**config.mk**
```make
export PLATFORM = sky130hd
export DESIGN_NAME = qrm_dstep
export DESIGN_NICKNAME = d
export VERILOG_FILES = /design/src/hdl/quaternion_to_rotation_matrix_top_macros.svh /design/src/hdl/qrm_pkg.sv /design/src/hdl/qrm_dstep.sv
export SDC_FILE = /design/constraint.sdc
export NUM_CORES = 1
export LEC_CHECK = 0
export BUFFER_PORTS_ARGS = -buffer_cell sky130_fd_sc_hd__buf_2
export CORE_AREA = 2 2 371 373
export DETAILED_ROUTE_END_ITERATION = 12
export DIE_AREA = 0 0 373 375
export PLACE_DENSITY_LB_ADDON = 0.25
export SLEW_MARGIN = 30
export SYNTH_ARGS = -nofsm -noshare
export SYNTH_HDL_FRONTEND = slang
export SYNTH_SLANG_ARGS = --single-unit
```
**constraint.sdc**
```tcl
create_clock -name clk_i -period 11.2 [get_ports clk_i]
set_clock_uncertainty 0.2 [all_clocks]
set_input_delay 0.56 -clock clk_i [delete_from_list [all_inputs] [get_ports clk_i]]
set_output_delay 0.56 -clock clk_i [all_outputs]
set_load 0.05 [all_outputs]
```
**src/hdl/quaternion_to_rotation_matrix_top_macros.svh**
```systemverilog
// assertion macros used by the quaternion to rotation matrix top level
`ifndef QUATERNION_TO_ROTATION_MATRIX_TOP_MACROS_SVH
`define QUATERNION_TO_ROTATION_MATRIX_TOP_MACROS_SVH
`ifndef SYNTHESIS
// property checked outside reset
`define QRM_ASSERT(lbl, clk, rstn, prop) \
  lbl: assert property (@(posedge clk) disable iff (!rstn) prop) \
    else $error("qrm assertion failed");
// property checked at every edge, reset included
`define QRM_ASSERT_ALWAYS(lbl, clk, prop) \
  lbl: assert property (@(posedge clk) prop) else $error("qrm assertion failed");
`else
`define QRM_ASSERT(lbl, clk, rstn, prop)
`define QRM_ASSERT_ALWAYS(lbl, clk, prop)
`endif
`endif

```
**src/hdl/qrm_pkg.sv**
```systemverilog
// shared widths and types of the quaternion to rotation matrix pipeline
`default_nettype none
package qrm_pkg;
  localparam int unsigned COMP_W        = 16;
  localparam int unsigned FRAC_BITS_DEF = 14;
  localparam int unsigned NUM_ENT       = 9;
  localparam int unsigned NUM_PROD      = 10;
  localparam int unsigned PROD_W        = 32;
  localparam int unsigned NORM_W        = 33;
  localparam int unsigned SNUM_W        = 34;
  localparam int unsigned REM_W         = 32;

  typedef logic signed [COMP_W-1:0] comp_t;
  typedef logic [REM_W-1:0]         rem_t;
  typedef logic [NORM_W-1:0]        norm_t;

  // per item side info riding along the divider
  typedef struct packed {
    logic [NUM_ENT-1:0] neg;
    logic               degen;
  } side_t;
endpackage
`default_nettype wire

```
**src/hdl/qrm_dstep.sv**
```systemverilog
// one restoring division step for all nine entries
`default_nettype none
module qrm_dstep
  import qrm_pkg::*;
#(
  parameter int unsigned QW = FRAC_BITS_DEF + 2
) (
  input  wire logic                          clk_i,
  input  wire logic                          rst_ni,
  input  wire logic                          in_valid_i,
  output logic                               in_ready_o,
  input  wire rem_t [NUM_ENT-1:0]            in_rem_i,
  input  wire logic [NUM_ENT-1:0][QW-1:0]    in_q_i,
  input  wire norm_t                         in_norm_i,
  input  wire side_t                         in_side_i,
  output logic                               out_valid_o,
  input  wire logic                          out_ready_i,
  output rem_t [NUM_ENT-1:0]                 out_rem_o,
  output logic [NUM_ENT-1:0][QW-1:0]         out_q_o,
  output norm_t                              out_norm_o,
  output side_t                              out_side_o
);
  logic                        valid_q, rdy;
  rem_t [NUM_ENT-1:0]          rem_d, rem_q;
  logic [NUM_ENT-1:0][QW-1:0]  q_d, q_q;
  norm_t                       norm_q;
  side_t                       side_q;

  assign rdy        = !valid_q || out_ready_i;
  assign in_ready_o = rdy;

  always_comb begin
    logic [NORM_W-1:0] r2;
    logic              ge;
    for (int e = 0; e < NUM_ENT; e++) begin
      r2       = {in_rem_i[e], 1'b0};
      ge       = (r2 >= in_norm_i);
      rem_d[e] = ge ? REM_W'(r2 - in_norm_i) : REM_W'(r2);
      q_d[e]   = {in_q_i[e][QW-2:0], ge};
    end
  end

  always_ff @(posedge clk_i or negedge rst_ni) begin
    if (!rst_ni) begin
      valid_q <= 1'b0;
    end else if (rdy) begin
      valid_q <= in_valid_i;
    end
  end

  always_ff @(posedge clk_i) begin
    if (rdy && in_valid_i) begin
      rem_q  <= rem_d;
      q_q    <= q_d;
      norm_q <= in_norm_i;
      side_q <= in_side_i;
    end
  end

  assign out_valid_o = valid_q;
  assign out_rem_o   = rem_q;
  assign out_q_o     = q_q;
  assign out_norm_o  = norm_q;
  assign out_side_o  = side_q;
endmodule
`default_nettype wire

```
==> flow_summary.yaml <==
critical_path:
  crit_type: "in -> reg"
  worstReg2RegStart: "out_valid_o"
  reg2reg_depth: 4
  crit_required_ns: 11.39
  start_kind: "input pin"
  critPathMaxFanout: 29
  end_kind: "register"
  reg2reg_to: "out_rem_o[190]"
  r2r_setup_slack_ns: 8.06
  cp.arrival_ns: 5.22
timing:
  fin_crit_sh_pct: 44.9
  slew_headroom_pct: 38.0
  min_period_ns: 5.03
  max_clock_freq_ghz: 0.199
  setup_ws_ns: 6.17
  slew_viol_final: 0
  tns_ns: 0
  rsz0062_at_grt: "no"
  worst_slew_pin_slew_ns: 0.929
  hold_viol_final: 0
  setup_viol: 0
hold_path:
  hold_path.class: "in -> reg"
  holdPathStages: 2
  min_to: "out_rem_o[264]"
  hold_path_startpoint: "in_rem_i[263]"
floorplanning:
  die_w_um: 373
  num_io_pins: 956
  rows: 136
  start_util_pct: 23.6
  die_h_um: 375
  core_region_area_um2: 136000
  die_area_um2: 140000
status:
  status: "finished, final reports clean"
logic_synthesis:
  async_flop_share_pct: 0.210
  ys_ff_latch: 476
  synth-warning-count: 0
  syn-cell-area_um2: 32200
  yosys-top-cells-area: "edfxtp_1, ha_1, a21oi_1, o21ai_0, xnor2_1"
  synth_edf_count: 475
  synthCells: 3123
  syn_nets: 3908
  syn_avg_cell_area_um2: 10.3
  ys_types: 80
  ys.flop_type: "edfxtp_1"
  yosysSeqAreaShare_pct: 44.4
  yosys.area.top_type_share_pct: 44.3
  yosysTopAreaCell: "edfxtp_1"
drt:
  dr.pass1.iters: 5
  drt_wl_total_mm: 160
  ant_nets: 0
  via_per_inst: 4.78
  route.detailed.wl_per_inst_um: 25.3
  drc_errors: 0
  num_vias: 30200
  drtIter0Drc: 2029
global_routing:
  grt_pass1_wl_mm: 220
  grt.overflow.total: 0
  grt_pass1_vias: 29600
  grt_usage_pct: 22.0
  antenna_found_initial: 48
  grt_max_degree: 126
clocking:
  clk_pin_slew_worst_paths_ns: 0.06
  htree_num_levels: 3
  ctsRootBufferMaster: "clkbuf_16"
  clockBufferDepth: 3
  post_cts_resized: 0
  numClockSinks: 476
  clk_latency_ns: 0.67
  postCtsSetupBuffers: 0
  cts_tree: "done"
  numCtsBuffers: 67
finish:
  nNetsFinal: 5230
  final_common_cell: "buf_2"
  drive_above_1_share_pct: 27.3
  mostFrequentLayoutCells: "buf_2, edfxtp_1, dlygate4sd3_1"
  syn_to_final_growth_pct: 39.8
place:
  hpwl_mm: 120
  port_buffers: 946
  pre_cts_ws_ns: 5.58
  gp_congestion: 0.878
pwr:
  power.leakage_nw: 19.3
  p_per_area_nw_per_um2: 148
  ir_drop_mv: 0.0899
job:
  maxCapViolCount: 0
## final cells by class
| class | count | area [um^2] |
|---|---|---|
| sequential | 476 | 14300 |
| fill | 14200 | 91300 |
| clock inverter | 52 | 542 |
| tap | 1794 | 2240 |
| antenna | 17 | 42.5 |
| clock buffer | 72 | 1720 |
| multi-input combinational | 2450 | 17100 |
| timing repair buffer | 1345 | 8620 |
| inverter | 105 | 394 |
## cells by family (layout without fill, tap and decap cells)
logic type	count (synthesis)	after routing	share of synthesized area, %
xor+xnor	240	240	6.53
fa+ha+maj	306	306	12.1
mux	80	80	2.79
flops	476	476	44.4
simple gates	804	804	11.8
buf+inv	197	1574	2.58
compound gates	1020	1020	19.7
other cells	0	17	0
## synthesized netlist by cell type (20+ instances only)
library cell,instances
and3_1,23
xor2_1,112
nand2b_1,45
nor2_1,198
inv_1,105
edfxtp_1,475
a31oi_1,30
a21oi_1,306
clkbuf_1,62
a211oi_1,28
nor3_1,29
mux2_2,78
nor2b_1,37
a21o_1,134
o31ai_1,20
o21ai_0,281
xnor2_1,128
o21bai_1,37
nand2_1,279
nand3_1,47
o21a_1,46
or2_2,21
ha_1,297
nand4_1,45
## worst max-delay path by stage
stage                       start        endpoint  slack (ns)  cells past startpoint
detailed placement   in_norm_i[1]  out_rem_o[105]        5.58                     16
finish               in_norm_i[4]  out_rem_o[171]        6.17                     15
global placement     in_norm_i[1]  out_rem_o[105]        5.60                     16
CTS                 in_norm_i[10]  out_rem_o[155]        6.23                     16
floorplan             out_valid_o   out_norm_o[0]        3.56                      2
global route         in_norm_i[9]  out_rem_o[155]        5.89                     16
## worst max-delay path, stage by stage
cell           delay, ns
dlygate4sd3_1       0.52
buf_2               0.12
clkinv_1            0.07
buf_4               0.24
ha_1                0.41
inv_1               0.07
or3_1               0.40
a21oi_1             0.34
nor3_2              0.12
o31ai_2             0.42
a211oi_2            0.20
o221ai_1            0.31
o221a_2             0.58
buf_4               0.42
mux2_2              0.38
## layer usage
| layer | routed length, um | vias up | global-route usage, % |
|---|---|---|---|
| li1 | - | 14500 | - |
| met1 | 66200 | 14400 | 26.4 |
| met2 | 78100 | 1016 | 38.3 |
| met4 | 6020 | 36 | 8.65 |
| met5 | 223 | - | 0 |
| met3 | 9260 | 217 | 4.65 |
## where the power goes
group          switching (mW)  total (mW)  internal [mW]
clock                   0.958        2.23           1.27
combinational            1.47        2.19          0.721
sequential             0.0488        2.22           2.17
## sequential cells by signal (all words and copies together), names as in the netlist
signal,count
out_norm_o,33
out_rem_o,288
out_q_o,144
out_valid_o,1
out_side_o,10
## metrics by stage
step / utilization, % / hold slack (ns) / power, mW / cells / cell area (um^2)
2_1_floorplan: - / 0.0644 / 3.71 / 3123 / 32200
3_3_place_gp: 28.7 / 0.137 / 4.34 / 5820 / 39100
3_5_place_dp: 28.7 / 0.137 / 4.33 / 5820 / 39200
4_1_cts: 33.0 / 0.00177 / 6.74 / 6294 / 44900
5_1_grt: 33.0 / 0.0231 / 6.97 / 6300 / 44900
6_report: 33.0 / 0.0593 / 6.64 / 6311 / 45000
## what timing repair did
action | 4_1_cts | 5_1_grt
hold buffers | 350 | 0
hold endpoints to repair | 348 | 0
setup endpoints to repair | 0 | 0
Power figures use the tool's default switching activity.
