## src/hdl/quaternion_to_rotation_matrix_top_macros.svh

```systemverilog
// assertion macros used by the quaternion to rotation matrix top level
`ifndef QUATERNION_TO_ROTATION_MATRIX_TOP_MACROS_SVH
`define QUATERNION_TO_ROTATION_MATRIX_TOP_MACROS_SVH
`ifndef SYNTHESIS
// property checked outside reset
`define QRM_ASSERT(lbl, clk, rstn, prop) \
  lbl: assert property (@(posedge clk) disable iff (!rstn) prop) \
    else $error("qrm assertion failed");
// property checked at every edge, reset included
`define QRM_ASSERT_ALWAYS(lbl, clk, prop) \
  lbl: assert property (@(posedge clk) prop) else $error("qrm assertion failed");
`else
`define QRM_ASSERT(lbl, clk, rstn, prop)
`define QRM_ASSERT_ALWAYS(lbl, clk, prop)
`endif
`endif

```

## src/hdl/qrm_pkg.sv

```systemverilog
// shared widths and types of the quaternion to rotation matrix pipeline
`default_nettype none
package qrm_pkg;
  localparam int unsigned COMP_W        = 16;
  localparam int unsigned FRAC_BITS_DEF = 14;
  localparam int unsigned NUM_ENT       = 9;
  localparam int unsigned NUM_PROD      = 10;
  localparam int unsigned PROD_W        = 32;
  localparam int unsigned NORM_W        = 33;
  localparam int unsigned SNUM_W        = 34;
  localparam int unsigned REM_W         = 32;

  typedef logic signed [COMP_W-1:0] comp_t;
  typedef logic [REM_W-1:0]         rem_t;
  typedef logic [NORM_W-1:0]        norm_t;

  // per item side info riding along the divider
  typedef struct packed {
    logic [NUM_ENT-1:0] neg;
    logic               degen;
  } side_t;
endpackage
`default_nettype wire

```

## src/hdl/qrm_out.sv

```systemverilog
// final rounding, sign, identity override and output register
`default_nettype none
module qrm_out
  import qrm_pkg::*;
#(
  parameter int unsigned FRAC_BITS = FRAC_BITS_DEF
) (
  input  wire logic                                clk_i,
  input  wire logic                                rst_ni,
  input  wire logic                                in_valid_i,
  output logic                                     in_ready_o,
  input  wire logic [NUM_ENT-1:0][FRAC_BITS+1:0]   in_q_i,
  input  wire side_t                               in_side_i,
  output logic                                     out_valid_o,
  input  wire logic                                out_ready_i,
  output comp_t [NUM_ENT-1:0]                      out_ent_o,
  output logic                                     out_degen_o
);
  localparam int unsigned QW = FRAC_BITS + 2;
  localparam int unsigned EW = (QW + 1 > COMP_W) ? QW + 1 : COMP_W;
  localparam logic [EW-1:0] ONE_EXT = EW'(1) << FRAC_BITS;

  logic                 valid_q, rdy;
  comp_t [NUM_ENT-1:0]  ent_d, ent_q;
  logic                 degen_q;

  assign rdy        = !valid_q || out_ready_i;
  assign in_ready_o = rdy;

  // quotient holds F+1 fraction bits; add half and drop one for nearest rounding
  always_comb begin
    logic [QW:0]   rnd;
    logic [EW-1:0] mag, sv;
    for (int e = 0; e < NUM_ENT; e++) begin
      rnd = ({1'b0, in_q_i[e]} + (QW+1)'(1)) >> 1;
      mag = EW'(rnd);
      sv  = in_side_i.neg[e] ? (~mag + EW'(1)) : mag;
      if (in_side_i.degen) begin
        sv = ((e % 4) == 0) ? ONE_EXT : '0;
      end
      ent_d[e] = sv[COMP_W-1:0];
    end
  end

  always_ff @(posedge clk_i or negedge rst_ni) begin
    if (!rst_ni) begin
      valid_q <= 1'b0;
    end else if (rdy) begin
      valid_q <= in_valid_i;
    end
  end

  always_ff @(posedge clk_i) begin
    if (rdy && in_valid_i) begin
      ent_q   <= ent_d;
      degen_q <= in_side_i.degen;
    end
  end

  assign out_valid_o = valid_q;
  assign out_ent_o   = ent_q;
  assign out_degen_o = degen_q;
endmodule
`default_nettype wire

```

## config.mk

```make
export PLATFORM = sky130hd
export DESIGN_NAME = qrm_out
export DESIGN_NICKNAME = d
export VERILOG_FILES = /design/src/hdl/quaternion_to_rotation_matrix_top_macros.svh /design/src/hdl/qrm_pkg.sv /design/src/hdl/qrm_out.sv
export SDC_FILE = /design/constraint.sdc
export NUM_CORES = 1
export LEC_CHECK = 0
export BUFFER_PORTS_ARGS = -buffer_cell sky130_fd_sc_hd__buf_2
export CAP_MARGIN = 10
export CORE_ASPECT_RATIO = 0.9
export CORE_MARGIN = 4
export CORE_UTILIZATION = 25
export CTS_CLUSTER_SIZE = 24
export DETAILED_ROUTE_END_ITERATION = 8
export GPL_ROUTABILITY_DRIVEN = 0
export PLACE_DENSITY_LB_ADDON = 0.05
export SYNTH_ARGS = -nofsm -noshare
export SYNTH_HDL_FRONTEND = slang
export SYNTH_SLANG_ARGS = --single-unit
```

## constraint.sdc

```tcl
create_clock -name clk_i -period 5.1 [get_ports clk_i]
set_input_delay 0.765 -clock clk_i [delete_from_list [all_inputs] [get_ports clk_i]]
set_output_delay 0.765 -clock clk_i [all_outputs]
set_load 0.02 [all_outputs]
```

==> reports/results.tsv, run 1 <==
stage	metric	value	unit
worst_setup_path	path_buf_inv	1	
routing	drt_iter0_drc	476	
synth	synth_area_leaders	edfxtp_1 (34%), xnor2_1 (11%), xor2_1 (5.7%)	
clock_tree	clkLatencyLatePin	0.48	ns
run_status	outcome	finished, final reports clean	
floorplanning	row_count	78	
timing	setup_viol	0	
worst_setup_path	worstPathArrival	3.16	ns
routing	routed_wl	43130	µm
worst_setup_path	cpMaxStageDelayCell	or4_1	
timing	worst_pin_slew	0.9132	ns
synth	synth.largest_area_cell	edfxtp_1	
placed_design	port_buffers	304	
cells_and_area	n_fill_cell	5404	
timing	period_share	57.50	%
placed_design	dp_cells	2355	
worst_setup_path	cp_top_family	simple AND/OR/NAND/NOR gates	
synth	synthDistinctLibCells	91	
timing	maxSlewViolCount	0	
global_routing	grt_pass1_vias	11380	
timing	fin_worst_skew	0.01441	ns
cells_and_area	fin_nets	1871	
pwr	p_leak	5.580	nW
clock_tree	clk_path_buf_depth	2	
global_routing	antenna_found_initial	10	
floorplanning	fp.dieH	223.1	µm
synth	synth_area	12850	µm²
cells_and_area	stdcell_count	2393	
synth	syn_nets	1650	
worst_setup_path	critPathLaunchType	input port	
cells_and_area	utilization	30.47	%
global_routing	grt_overflow	0	
floorplanning	io_pins	305	
worst_setup_path	reg2reg_from	out_valid_o$_DFFE_PN0N_	
routing	drc	0	
synth	ys_ff_latch	146	
synth	async_reset_ff_share	0.6849	%
routing	viasPerCell	4.893	
timing	finalHoldViolCount	0	
timing	final.setup.tns	0	ns
global_routing	grt_pass1_wl	67170	µm
worst_setup_path	ff2ff_path_depth	3	
run	maxCapViolCount	0	
placed_design	hpwlAfterDp	32960	µm
worst_setup_path	crit_path_max_fanout	10	
synth	synth_edf_count	145	
min_path	hp-start	in_valid_i	
global_routing	track_usage	15.55	%
clock_tree	cts_tree	done	
synth	netlist_top_cells_count	nor2_1 (185), xnor2_1 (166), edfxtp_1 (145)	
floorplanning	core-area	50650	µm²
synth	synth_flop_cell	edfxtp_1	
synth	netlist_instances	1474	
cells_and_area	drive_above_1_share	22.89	%
global_routing	grt_max_degree	78	
floorplanning	dieArea	55100	µm²
synth	yosys.area.top_type_share	33.88	%
clock_tree	cts_sinks	146	
worst_setup_path	reg2reg_to	out_ent_o[26]$_SDFFCE_PP0P_	
worst_setup_path	required	5.33	ns
clock_tree	clock-root-buffer	clkbuf_16	
routing	detail_route.wl_per_cell	18.02	µm
timing	fmax	341.0	MHz
timing	hold_ws	0.4971	ns
clock_tree	clk_pin_slew_worst_paths	0.07	ns
synth	yosysMostFrequentCell	nor2_1	
min_path	min_to	out_valid_o$_DFFE_PN0N_	
synth	syn_avg_cell_area	8.719	µm²
worst_setup_path	cpPeakStageDelay	0.61	ns
worst_setup_path	crit_type	input port to flip-flop	
worst_setup_path	reg2reg_slack	3.14	ns
worst_setup_path	cp-end-kind	flip-flop	
clock_tree	ctsResizeCount	0	
timing	fin_crit	2.933	ns
routing	vias	11710	
synth	ys_seq_area_share	34.08	%
timing	rsz0062_at_grt	false	
clock_tree	cts_max_level	4	
min_path	hold_depth	2	
worst_setup_path	crit_chain	buf_2, ha_1, nand4_2, or4_1, nor3_1, o22ai_1, o31ai_1, xor2_1, nor2_1	
pwr	power.density	245.6	nW/µm²
floorplanning	die_width	247.0	µm
routing	ant_nets	0	
min_path	hold_class	input port to flip-flop	
clock_tree	cts_made_buffers	17	
floorplanning	initial_utilization	25.37	%
cells_and_area	areaGrowthSynthToFinish	20.10	%
timing	relSlewSlack	38.56	%
routing	drtPass1Iterations	5	
synth	ys_warn_count	0	
pwr	peakVddDrop	0.2567	mV
[kinds of logic after synthesis]
kind of cell | after synthesis | synth area share, %
xor+xnor | 251 | 17.16
simple gates | 658 | 27.04
compound gates | 254 | 13.97
fa+ha+maj | 18 | 1.753
mux | 18 | 1.451
flops | 146 | 34.08
buf+inv | 129 | 4.547
[cell type report]
type	count	area, µm²	share of cell area [%]
flip-flops and latches	146	4379	28.37
well taps	680	850.8	5.513
inverters	23	86.33	0.5594
clock inverters	14	200.2	1.297
multi-input cells	1199	7890	51.12
diodes	5	12.51	0.08107
clock buffers	18	429.2	2.781
repair buffers	308	1585	10.27
[worst max path at each step]
stage	startpoint	end	cells after the start
detailed placement	in_q_i[81]	out_ent_o[95]$_SDFFCE_PP0P_	9
finish	in_q_i[80]	out_ent_o[95]$_SDFFCE_PP0P_	9
CTS	in_q_i[80]	out_ent_o[95]$_SDFFCE_PP0P_	9
global placement	in_q_i[80]	out_ent_o[95]$_SDFFCE_PP0P_	9
floorplan	out_ready_i	out_degen_o$_DFFE_PP_	2
global route	in_q_i[16]	out_ent_o[31]$_SDFFCE_PP0P_	9
[through the flow]
| stage | setup slack, ns | total power, W | area, µm² |
|---|---|---|---|
| after global placement | 1.677 | 0.002406 | 14780 |
| after floorplan | 0.1901 | 0.002096 | 12850 |
| after detailed placement | 1.693 | 0.002404 | 14780 |
| final | 2.167 | 0.003790 | 15430 |
| after global routing | 1.926 | 0.004018 | 15430 |
| after CTS | 2.227 | 0.003880 | 15420 |
[power by group]
part	switching, W	internal (W)	leakage, nW
Clock	0.000598	0.000826	0.300
Combinational	0.000591	0.000324	3.85
Sequential	0.0000235	0.00143	1.43
[cell usage in the layout, fill, tap and decap left out, drive strengths merged, types with 7 or more instances in the layout]
| cell type | n |
|---|---|
| buf | 307 |
| nor2 | 185 |
| xnor2 | 167 |
| edfxtp | 145 |
| nand2 | 91 |
| xor2 | 84 |
| nand3 | 77 |
| nor3 | 69 |
| o21ai | 64 |
| a21oi | 50 |
| and3 | 46 |
| nand4 | 44 |
| nor4 | 30 |
| inv | 29 |
| o31ai | 26 |
| ha | 18 |
| or3 | 18 |
| clkbuf | 18 |
| and2 | 18 |
| nand2b | 13 |
| nor2b | 13 |
| mux2i | 13 |
| a31oi | 12 |
| and4 | 12 |
| o41ai | 9 |
| a211o | 8 |
| a32oi | 7 |
| a21o | 7 |
[registers in the layout (all words and copies together), names as in the netlist]
register / flops
out_valid_o: 1
out_ent_o: 144
out_degen_o: 1
[layer usage]
layer / share of wire, % / routed length (µm) / GRT usage, %
met1: 47 / 20430 / 21.31
met5: 0.14 / 60 / 0
met4: 1.2 / 525 / 4.575
met2: 45 / 19290 / 23.60
met3: 6.5 / 2824 / 4.699
[repair_timing]
item	4_1_cts	5_1_grt
hold buffers	1	0
setup buffers	0	0
endpoints found under the hold margin	1	0
No activity file was read; power rests on OpenSTA's default activity.
==> run 2: changes to the inputs <==
clock period = 2.7 ns   (was 5.1 ns; I/O delays follow)
==> reports/results.tsv, run 2 (same netlist as run 1, synthesis figures left out) <==
stage	metric	value	unit
floorplanning	initial_utilization	25.37	%
clock_tree	clk_path_buf_depth	2	
worst_setup_path	reg2reg_slack	1.05	ns
cells_and_area	areaGrowthSynthToFinish	28.41	%
pwr	clkPwrFrac	33.9	%
worst_setup_path	critPathLaunchType	input port	
global_routing	antenna_found_initial	10	
pwr	peakVddDrop	0.4598	mV
routing	vias	12110	
placed_design	dpl_worst_slack	-0.1238	ns
worst_setup_path	reg2reg_to	out_ent_o[3]$_SDFFCE_PP0P_	
run_status	outcome	finished, final reports clean	
run	maxCapViolCount	0	
timing	finalHoldViolCount	0	
floorplanning	row_count	78	
global_routing	grt_pass1_vias	11860	
global_routing	grt_pass1_wl	69370	µm
global_routing	grt_max_degree	63	
clock_tree	clkLatencyLatePin	0.48	ns
global_routing	track_usage	15.99	%
pwr	total_power	0.006951	W
cells_and_area	fin_nets	2023	
worst_setup_path	worstPathArrival	2.57	ns
worst_setup_path	required	2.94	ns
timing	period_share	86.30	%
pwr	p_leak	6.285	nW
cells_and_area	final_cell_mix	buf_2 (303), nor2_1 (185), xnor2_1 (166), buf_4 (152), edfxtp_1 (145)	
pwr	p_sw_share	33.72	%
timing	rsz0062_at_grt	false	
routing	drt_iter0_drc	700	
clock_tree	cts_made_buffers	17	
global_routing	grt_overflow	0	
routing	viasPerCell	4.765	
clock_tree	clock-root-buffer	clkbuf_16	
routing	ant_nets	0	
timing	worst_slack	0.3700	ns
timing	fin_crit	2.330	ns
timing	relSlewSlack	57.48	%
floorplanning	dieArea	55100	µm²
routing	routed_wl	44450	µm
worst_setup_path	reg2reg_from	out_valid_o$_DFFE_PN0N_	
routing	drtPass1Iterations	5	
worst_setup_path	crit_path_max_fanout	5	
pwr	seq_power_share	39.5	%
timing	worst_pin_slew	0.6312	ns
pwr	p_int	0.004607	W
floorplanning	core-area	50650	µm²
min_path	hold_class	input port to flip-flop	
pwr	power_switching	0.002344	W
worst_setup_path	crit_type	input port to flip-flop	
placed_design	port_buffers	304	
min_path	min_to	out_valid_o$_DFFE_PN0N_	
cells_and_area	drive_above_1_share	29.30	%
cells_and_area	layout_commonest_cell	buf_2	
worst_setup_path	crit_chain	buf_2, ha_1, xnor2_1, ha_1, or4b_4, a22oi_2, nand3_1, o31ai_2, xnor2_1, nor2_1	
timing	setup_viol	0	
floorplanning	fp.dieH	223.1	µm
worst_setup_path	cp-end-kind	flip-flop	
min_path	hp-start	in_valid_i	
timing	maxSlewViolCount	0	
worst_setup_path	cpMaxStageDelayCell	or4b_4	
placed_design	hpwlAfterDp	34900	µm
clock_tree	cts_sinks	146	
clock_tree	clk_pin_slew_worst_paths	0.07	ns
clock_tree	cts_max_level	4	
pwr	power_frac_comb	26.6	%
worst_setup_path	ff2ff_path_depth	3	
pwr	power.density	421.2	nW/µm²
timing	hold_ws	0.1220	ns
floorplanning	die_width	247.0	µm
clock_tree	cts_tree	done	
cells_and_area	largest_reg_flops	144	
min_path	hold_depth	2	
timing	fmax	429.2	MHz
routing	drc	0	
floorplanning	io_pins	305	
worst_setup_path	cpPeakStageDelay	0.47	ns
timing	fin_worst_skew	0.01413	ns
routing	detail_route.wl_per_cell	17.49	µm
run 2: cell types whose count changed in the layout (fill, tap and decap cells not counted), sizes merged:
cell      before  now
clkinvlp       2    5
clkinv         2    3
buf          307  459
inv           29   30
diode          5    2
clkbuf        18   17
bufinv         4    0
run 2: power by group through the flow:
stage	combinational, W	clock, W	sequential (W)
2_1_floorplan	0.000960	0	0.00299
3_3_place_gp	0.00187	0	0.00280
3_5_place_dp	0.00187	0	0.00280
4_1_cts	0.00187	0.00248	0.00275
5_1_grt	0.00205	0.00256	0.00276
6_report	0.00185	0.00236	0.00275
run 2: how the worst max path moves through the flow:
| stage | start | end | slack, ns | cells past startpoint |
|---|---|---|---|---|
| detailed placement | in_q_i[32] | out_ent_o[44]$_SDFFCE_PP0P_ | -0.12 | 10 |
| finish | in_q_i[32] | out_ent_o[44]$_SDFFCE_PP0P_ | 0.37 | 10 |
| CTS | in_q_i[32] | out_ent_o[44]$_SDFFCE_PP0P_ | 0.40 | 10 |
| global route | in_q_i[32] | out_ent_o[44]$_SDFFCE_PP0P_ | 0.28 | 10 |
| floorplan | in_q_i[32] | out_ent_o[44]$_SDFFCE_PP0P_ | 0.08 | 10 |
| global placement | in_q_i[32] | out_ent_o[44]$_SDFFCE_PP0P_ | -0.11 | 10 |
run 2: area by class of cell:
cell class                      count  area, µm²
Antenna cell                        2      5.005
Clock buffer                       17      425.4
Clock inverter                     15      126.4
Fill cell                        5422      34150
Inverter                           23      86.33
Multi-Input combinational cell   1199       7890
Sequential cell                   146       4379
Tap cell                          680      850.8
Timing Repair Buffer              460       2739
run 2: timing repair:
action | in CTS | in global routing
buffers inserted | 0 | 0
hold buffers | 1 | 0
hold endpoints to repair | 1 | 0
gates resized for setup | 0 | 0
setup endpoints to repair | 0 | 0
run 2: per-stage QoR:
| stage | cell area [µm²] | util [%] | TNS [ns] | std cells |
|---|---|---|---|---|
| finish | 16500 | 32.58 | 0 | 2542 |
| global route | 16500 | 32.57 | 0 | 2541 |
| CTS | 16500 | 32.57 | 0 | 2540 |
| detailed placement | 15940 | 31.46 | -0.2529 | 2507 |
| global placement | 15940 | 31.46 | -0.1744 | 2507 |
| floorplan | 12850 | - | 0 | 1474 |
run 2: per-layer routing:
metal | track usage (%) | vias up | routed length, µm
li1 | - | 6144 | -
met4 | 4.282 | 16 | 633
met2 | 23.88 | 231 | 19240
met3 | 5.047 | 48 | 2819
met5 | 0 | - | 90
met1 | 22.27 | 5673 | 21670
run 2: worst max-delay path, delay by kind of cell:
family	cells	cell delay, ns
AOI/OAI and AO/OA	2	0.53
adders and majority gates	2	0.45
xor gates and xnor gates	2	0.36
buffers and inverters	1	0.11
and+or+nand+nor	3	0.71
==> run 3: changes to the inputs <==
GPL_TIMING_DRIVEN = 0   (was unset)
clock period = 2.75 ns   (was 2.7 ns; I/O delays follow)
==> reports/results.tsv, run 3 (same netlist as run 1, synthesis figures left out) <==
stage	metric	value	unit
worst_setup_path	crit_type	input port to flip-flop	
cells_and_area	utilization	30.81	%
floorplanning	core-area	50650	µm²
worst_setup_path	worstPathArrival	2.84	ns
global_routing	grt_pass1_vias	11470	
clock_tree	clkLatencyLatePin	0.49	ns
cells_and_area	n_fill_cell	5495	
routing	met2WireLength	20160	µm
floorplanning	initial_utilization	25.37	%
pwr	p_leak	5.603	nW
routing	drtPass1Iterations	5	
routing	met1_length	22370	µm
timing	fin_worst_skew	0.008789	ns
cells_and_area	largest_reg_flops	144	
cells_and_area	stdcell_count	2436	
global_routing	grt_overflow	0	
routing	drc	0	
cells_and_area	diodes	0	
routing	vias	11950	
pwr	peakVddDrop	0.4801	mV
placed_design	dpl_worst_slack	-0.3667	ns
routing	viasPerCell	4.906	
cells_and_area	drive_above_1_share	21.58	%
cells_and_area	fin_nets	1920	
run	maxCapViolCount	0	
clock_tree	clk_path_buf_depth	2	
clock_tree	cts_tree	done	
placed_design	dp_cells	2405	
global_routing	antenna_found_initial	6	
worst_setup_path	cp-end-kind	flip-flop	
floorplanning	dieArea	55100	µm²
routing	routed_wl	46230	µm
timing	fmax	380.6	MHz
routing	ant_nets	0	
worst_setup_path	reg2reg_slack	0.73	ns
timing	rsz0062_at_grt	false	
cells_and_area	layout_commonest_cell	buf_2	
run_status	outcome	finished, final reports clean	
timing	maxSlewViolCount	0	
routing	wl_met3	3095	µm
timing	relSlewSlack	32.58	%
min_path	hold_class	input port to flip-flop	
routing	detail_route.wl_per_cell	18.98	µm
pwr	power.density	441.9	nW/µm²
clock_tree	post_cts_buffers	0	
clock_tree	cts_made_buffers	17	
worst_setup_path	crit_path_max_fanout	8	
routing	maxUsedRoutingLayer	met5	
routing	drt_iter0_drc	652	
global_routing	track_usage	16.54	%
clock_tree	cts_max_level	4	
floorplanning	die_width	247.0	µm
clock_tree	clock-root-buffer	clkbuf_16	
floorplanning	io_pins	305	
floorplanning	row_count	78	
worst_setup_path	required	2.97	ns
placed_design	hpwlAfterDp	35630	µm
timing	setup_viol	0	
cells_and_area	final_cell_mix	buf_2 (281), nor2_1 (185), xnor2_1 (166), edfxtp_1 (145), nand2_1 (91)	
clock_tree	cts_sinks	146	
timing	finalHoldViolCount	0	
global_routing	grt_max_degree	58	
placed_design	port_buffers	249	
cells_and_area	areaGrowthSynthToFinish	21.44	%
floorplanning	fp.dieH	223.1	µm
timing	worst_slack	0.1224	ns
timing	fin_crit	2.628	ns
worst_setup_path	critPathLaunchType	input port	
timing	period_share	95.55	%
timing	worst_pin_slew	1.011	ns
global_routing	grt_pass1_wl	70290	µm
clock_tree	clk_pin_slew_worst_paths	0.06	ns
==> run 3: path summary, 6_finish.rpt <==
| path | startpoint | to | depth (start not counted) |
|---|---|---|---|
| min | in_side_i[0] | out_degen_o$_DFFE_PP_ | 1 |
| max in group asynchronous | rst_ni | out_valid_o$_DFFE_PN0N_ | 2 |
| max reg2reg | out_valid_o$_DFFE_PN0N_ | out_ent_o[24]$_SDFFCE_PP0P_ | 4 |
| min in group asynchronous | rst_ni | out_valid_o$_DFFE_PN0N_ | 2 |
| min reg2reg | out_valid_o$_DFFE_PN0N_ | out_valid_o$_DFFE_PN0N_ | 2 |
| max | in_q_i[48] | out_ent_o[60]$_SDFFCE_PP0P_ | 9 |
==> run 3: layer usage <==
layer / vias to the layer above / track usage (%)
met5: - / 0
met3: 42 / 5.432
li1: 5952 / -
met1: 5663 / 23.27
met4: 12 / 3.641
met2: 281 / 24.66
==> run 3: final cells by class <==
type,count,area [µm²],area share [%]
well taps,680,850.8,5.452
clock buffers,20,436.7,2.798
flip-flops and latches,146,4379,28.06
repair buffers,252,1311,8.402
multi-input cells,1199,7908,50.67
plain buffers,105,495.5,3.175
inverters,23,86.33,0.5532
clock inverters,11,138.9,0.8899
==> run 3: what timing repair did <==
| action | CTS | global route |
|---|---|---|
| hold buffers | 1 | 0 |
| endpoints found under the hold margin | 1 | 0 |
| gates resized for setup | 0 | 5 |
| endpoints found under the setup margin | 0 | 8 |
==> run 3: where the power goes <==
| part | switching (W) | internal [W] |
|---|---|---|
| clock | 0.00105 | 0.00141 |
| sequential | 0.0000446 | 0.00265 |
| combinational | 0.00112 | 0.000618 |
==> run 3: per-stage QoR <==
stage | power, W | instance area (µm²) | TNS (ns) | hold WS [ns]
final | 0.006897 | 15610 | 0 | 0.1214
after global placement | 0.004499 | 14950 | -26.80 | 0.1879
after CTS | 0.007046 | 15590 | 0 | 0.07760
after detailed placement | 0.004498 | 15010 | -14.61 | 0.1928
after global routing | 0.007317 | 15610 | 0 | 0.09645
after floorplan | 0.003874 | 12850 | 0 | 0.1169
==> run 3: worst max-delay path: stages <==
cell	delay (ns)
buf_2	0.15
ha_1	0.28
and3_4	0.18
or4_4	0.43
and2_1	0.17
a311oi_1	0.63
a41oi_1	0.27
xnor2_1	0.25
nor2_1	0.06
